<file path="src/hw/rtl/fcw_pkg.sv">
`default_nettype none
package fcw_pkg;

	localparam int FAT_BYTES  = 8192;
	localparam int MAX_CHAIN  = 64;

	localparam int BANK_DEPTH = (FAT_BYTES + 1) / 2;
	localparam int BANK_AW    = $clog2(BANK_DEPTH);
	localparam int STEP_W     = $clog2(MAX_CHAIN + 1);

	localparam int QDEPTH     = 2;
	localparam int QPTR_W     = (QDEPTH > 1) ? $clog2(QDEPTH) : 1;
	localparam int QCNT_W     = $clog2(QDEPTH + 1);

	localparam logic        CMD_LOAD = 1'b0;
	localparam logic        CMD_WALK = 1'b1;

	localparam logic [11:0] END_MIN  = 12'hff8;
	localparam logic [11:0] BAD_MARK = 12'hff7;
	localparam logic [11:0] LINK_MIN = 12'd2;

	localparam logic [7:0]  SECTOR_BIAS_RST = 8'd31;

	localparam logic [2:0]  ST_MORE  = 3'd0;
	localparam logic [2:0]  ST_END   = 3'd1;
	localparam logic [2:0]  ST_BAD   = 3'd2;
	localparam logic [2:0]  ST_LINK  = 3'd3;
	localparam logic [2:0]  ST_LIMIT = 3'd4;

	typedef enum logic [1:0] {
		OP_LOAD  = 2'd0,
		OP_WALK  = 2'd1,
		OP_SHORT = 2'd2
	} op_t;

	typedef struct packed {
		logic        cmd;
		logic [12:0] fat_index;
		logic [7:0]  fat_byte;
		logic [11:0] start_cluster;
	} in_item_t;

	typedef struct packed {
		logic [11:0] cluster;
		logic [12:0] sector;
		logic        cluster_valid;
		logic [2:0]  status;
		logic        last;
	} out_item_t;

	typedef struct packed {
		op_t         op;
		logic [12:0] addr;
		logic [7:0]  data;
		logic [11:0] start;
	} q_entry_t;

endpackage
`default_nettype wire

</file>
<file path="src/hw/rtl/fcw_front.sv">
`default_nettype none
module fcw_front (
	input  wire logic              clk,
	input  wire logic              arst_n,
	input  wire logic              in_valid,
	output logic                   in_stall,
	input  wire fcw_pkg::in_item_t in_data,
	output logic                   q_valid,
	output fcw_pkg::q_entry_t      q_entry,
	input  wire logic              q_pop
);

	fcw_pkg::q_entry_t               slot_q [fcw_pkg::QDEPTH];
	logic [fcw_pkg::QPTR_W-1:0]      wptr_q;
	logic [fcw_pkg::QPTR_W-1:0]      rptr_q;
	logic [fcw_pkg::QCNT_W-1:0]      cnt_q;
	fcw_pkg::q_entry_t               entry_w;
	logic                            keep_w;
	logic                            push_w;
	logic                            pop_w;

	assign in_stall = (cnt_q == fcw_pkg::QCNT_W'(fcw_pkg::QDEPTH));

	always_comb begin
		entry_w.addr  = in_data.fat_index;
		entry_w.data  = in_data.fat_byte;
		entry_w.start = in_data.start_cluster;
		if (in_data.cmd == fcw_pkg::CMD_LOAD) begin
			entry_w.op = fcw_pkg::OP_LOAD;
		end else if (in_data.start_cluster < fcw_pkg::LINK_MIN) begin
			entry_w.op = fcw_pkg::OP_SHORT;
		end else begin
			entry_w.op = fcw_pkg::OP_WALK;
		end
		keep_w = (in_data.cmd == fcw_pkg::CMD_WALK) ||
			({1'b0, in_data.fat_index} < 14'(fcw_pkg::FAT_BYTES));
	end

	assign push_w = in_valid && !in_stall && keep_w;
	assign pop_w  = q_pop && (cnt_q != '0);

	always_ff @(posedge clk or negedge arst_n) begin
		if (!arst_n) begin
			wptr_q <= '0;
			rptr_q <= '0;
			cnt_q  <= '0;
		end else begin
			if (push_w) begin
				wptr_q <= (wptr_q == fcw_pkg::QPTR_W'(fcw_pkg::QDEPTH - 1)) ? '0 :
					wptr_q + 1'b1;
			end
			if (pop_w) begin
				rptr_q <= (rptr_q == fcw_pkg::QPTR_W'(fcw_pkg::QDEPTH - 1)) ? '0 :
					rptr_q + 1'b1;
			end
			if (push_w && !pop_w) begin
				cnt_q <= cnt_q + 1'b1;
			end else if (pop_w && !push_w) begin
				cnt_q <= cnt_q - 1'b1;
			end
		end
	end

	always_ff @(posedge clk) begin
		if (push_w) begin
			slot_q[wptr_q] <= entry_w;
		end
	end

	assign q_valid = (cnt_q != '0);
	assign q_entry = slot_q[rptr_q];

endmodule
`default_nettype wire

</file>
<file path="config.mk">
export PLATFORM = sky130hd
export DESIGN_NAME = fcw_front
export DESIGN_NICKNAME = d
export VERILOG_FILES = /design/src/hw/rtl/fcw_pkg.sv /design/src/hw/rtl/fcw_front.sv
export SDC_FILE = /design/constraint.sdc
export NUM_CORES = 1
export LEC_CHECK = 0
export BUFFER_PORTS_ARGS = -buffer_cell sky130_fd_sc_hd__buf_4
export CORE_MARGIN = 5
export CORE_UTILIZATION = 47
export DETAILED_ROUTE_END_ITERATION = 6
export GPL_TIMING_DRIVEN = 0
export PLACE_DENSITY = 0.74
export SLEW_MARGIN = 10
export SYNTH_ARGS = -nofsm -noshare
export SYNTH_HDL_FRONTEND = slang
export SYNTH_SLANG_ARGS = --single-unit
</file>
<file path="constraint.sdc">
create_clock -name clk -period 2.35 [get_ports clk]
set_input_delay 0.235 -clock clk [delete_from_list [all_inputs] [get_ports clk]]
set_output_delay 0.235 -clock clk [all_outputs]
set_load 0.005 [all_outputs]
</file>
==> results by group <==
Outcome
  • Outcome: completed

Synthesis
  • Yosys reg bits: 74
  • Synth warn: 0
  • Synth cell types: 19
  • Post-Synthesis Cells: 135
  • Mean Syn Cell Area: 21.6 um2
  • Area of the mapped netlist: 0.00291 mm2
  • Register area share after synthesis: 0.757
  • Mapped Nets: 174

Clocking
  • CTS root buf: clkbuf_8
  • H-tree depth reported by CTS: 3
  • Clk sink count: 74
  • Post-CTS Setup Inserts: 0
  • Inserted Clock Buffers: 9
  • Latest clock arrival within the worst-skew pair: 0.33 ns
  • Bufs on Longest Clock Path: 2
  • Clock slew at reported path FFs: 0.08 ns
  • CTS tree: done

Die
  • Core area: 0.00596 mm2
  • # rows: 28
  • Die Y-Extent: 88.7 um
  • Chip width: 88.7 um
  • Die ar.: 0.00787 mm2
  • Starting Density: 0.489
  • I/O pin count: 75

STA
  • Worst-Margin Slew: 0.851 ns
  • Fin Setup TNS: 0 ns
  • Fin crit share: 0.749
  • Final hold violations: 0
  • Max-slew violation count: 0
  • Clk_skew: 0.00825 ns
  • Crit path time final: 1.76 ns
  • Fmax: 0.568 GHz
  • RSZ-0062 raised after global routing: no
  • Fin Hold WS: 0.0808 ns
  • Rel. slew slack: 0.432
  • Setup violators final: 0

Global route
  • First-pass GRT wire length: 7.53 mm
  • Total grt overflow: 0
  • Via count of the first global-routing pass: 1,566
  • Gr usage total: 0.133
  • Initial antenna violation count: 0
  • Largest net degree at the start of global routing: 36

Setup path
  • Worst Path Class, Setup: reg2reg
  • Worst path required time: 2.30 ns
  • CP max FO: 35
  • Critical path endpoint category: flop
  • Data arrival, critical path: 1.71 ns
  • Critical Path Start Type: flop

Pwr
  • Power density cells: 1200 mW/mm2
  • Worst VDD drop: 867 uV
  • Leakage: 0.00153 uW

Worst hold path
  • Hold crit path type: in2reg

Cells and area
  • Final-layout fill cell count: 435
  • Most frequent cells in the layout: buf_4 (74), edfxtp_1 (70), mux2_4 (29)
  • Multi-input gate area: 634 um2
  • FF+latch area: 0.00220 mm2
  • Layout cells sized above 1: 0.568
  • P&R area growth vs syn: 30.8%
  • Ant diodes: 0
  • Most common cell after layout, fill and taps aside: buf_4
  • Final nets: 261

Drt
  • DRT antenna net count: 0
  • WL per Instance: 16.3 um
  • Final wirelength: 4.91 mm
  • Via Count: 1,469
  • 1st-pass router iterations: 4
  • Post-route DRC: 0
  • DRT iter0 DRCs: 29
  • Drt via density: 4.86

Flow run
  • Max-cap violation count: 0

Placed design
  • Gpl congestion: 0.701
  • Post-detail-place hpwl: 3.44 mm
  • Port buffer count: 74
metrics by stage:
stage               power (uW)  worst slack (ns)  instance area [um2]  std cells  utilization
global placement          3560            -0.130                 3560        284        0.598
detailed placement        3620             0.570                 3590        285        0.603
CTS                       4640             0.550                 3810        302        0.639
global route              4800             0.506                 3810        302        0.639
finish                    4560             0.590                 3810        302        0.639
floorplan                 2910             0.398                 2910        135            -
worst max-delay path, cell delays in order (launching register included):
cell and delay (ns):
dfrtp_1 0.43, nand2b_1 0.17, and3_2 0.77
cell usage after synthesis:
cell / number / share of area
dfrtp_1: 4 / 0.034
nor4_1: 2 / 0.0043
mux2_4: 29 / 0.15
buf_6: 1 / 0.0039
nand2b_1: 1 / 0.0022
xor2_1: 2 / 0.0060
nor2_1: 3 / 0.0039
and3_1: 1 / 0.0022
mux2_2: 6 / 0.023
nand2_1: 2 / 0.0026
edfxtp_1: 70 / 0.72
ha_1: 1 / 0.0043
or2_1: 1 / 0.0022
nand3_1: 1 / 0.0017
xnor2_1: 3 / 0.0090
a31oi_1: 1 / 0.0022
nor3_1: 1 / 0.0017
inv_1: 3 / 0.0039
buf_12: 3 / 0.021
cell families (layout without fill, tap and decap cells):
| group | after synthesis | in the layout | synth area share |
|---|---|---|---|
| muxes | 35 | 35 | 0.173 |
| and+or+nand+nor | 12 | 12 | 0.0206 |
| DFF | 74 | 74 | 0.757 |
| buffers and inverters | 7 | 99 | 0.0284 |
| adders and majority gates | 1 | 1 | 0.00430 |
| xor gates and xnor gates | 5 | 5 | 0.0151 |
| AOI/OAI and AO/OA | 1 | 1 | 0.00215 |
final timing paths:
| path | endpoint | slack (ns) | startpoint | depth (start not counted) |
|---|---|---|---|---|
| worst max-delay path | slot_q[1][21] | 0.59 | cnt_q[0] | 2 |
| worst min-delay path | slot_q[1][0] | 0.08 | in_data[0] | 1 |
| worst max register to register | slot_q[1][21] | 0.59 | cnt_q[0] | 2 |
| worst min register to register | cnt_q[1] | 0.50 | cnt_q[1] | 1 |
| max in group asynchronous | cnt_q[1] | 2.00 | arst_n | 2 |
| min in group asynchronous | wptr_q | 0.24 | arst_n | 2 |
area by class of cell:
class / count / share of cell area
tap: 75 / 0.0247
sequential: 74 / 0.579
buffer: 4 / 0.0187
clock buffer: 9 / 0.0325
inverter: 3 / 0.00296
timing repair buffer: 76 / 0.154
clock inverter: 7 / 0.0220
multi-input combinational: 54 / 0.167
power by group:
| part | leakage, uW | switching [uW] | internal [uW] |
|---|---|---|---|
| combinational | 0.000734 | 659 | 993 |
| clock | 0.000102 | 424 | 585 |
| sequential | 0.000698 | 94.3 | 1810 |
| total | 0.00153 | 1180 | 3390 |
state kept, by name, summed over array words and instances (netlist names):
name and flops:
rptr_q 1, cnt_q 2, wptr_q 1, slot_q 70
layer usage:
layer,wire (um),vias to the layer above,global-route usage
met5,0,-,0
met2,2700,47,0.235
met3,300,11,0.0345
met4,104,0,0.0742
met1,1810,717,0.144
li1,-,694,-
what timing repair did:
action | in CTS | in global routing
endpoints found under the setup margin | 0 | 0
endpoints found under the hold margin | 4 | 0
hold buffers | 1 | 0
resized for setup | 0 | 0
No activity file was read; power rests on OpenSTA's default activity.
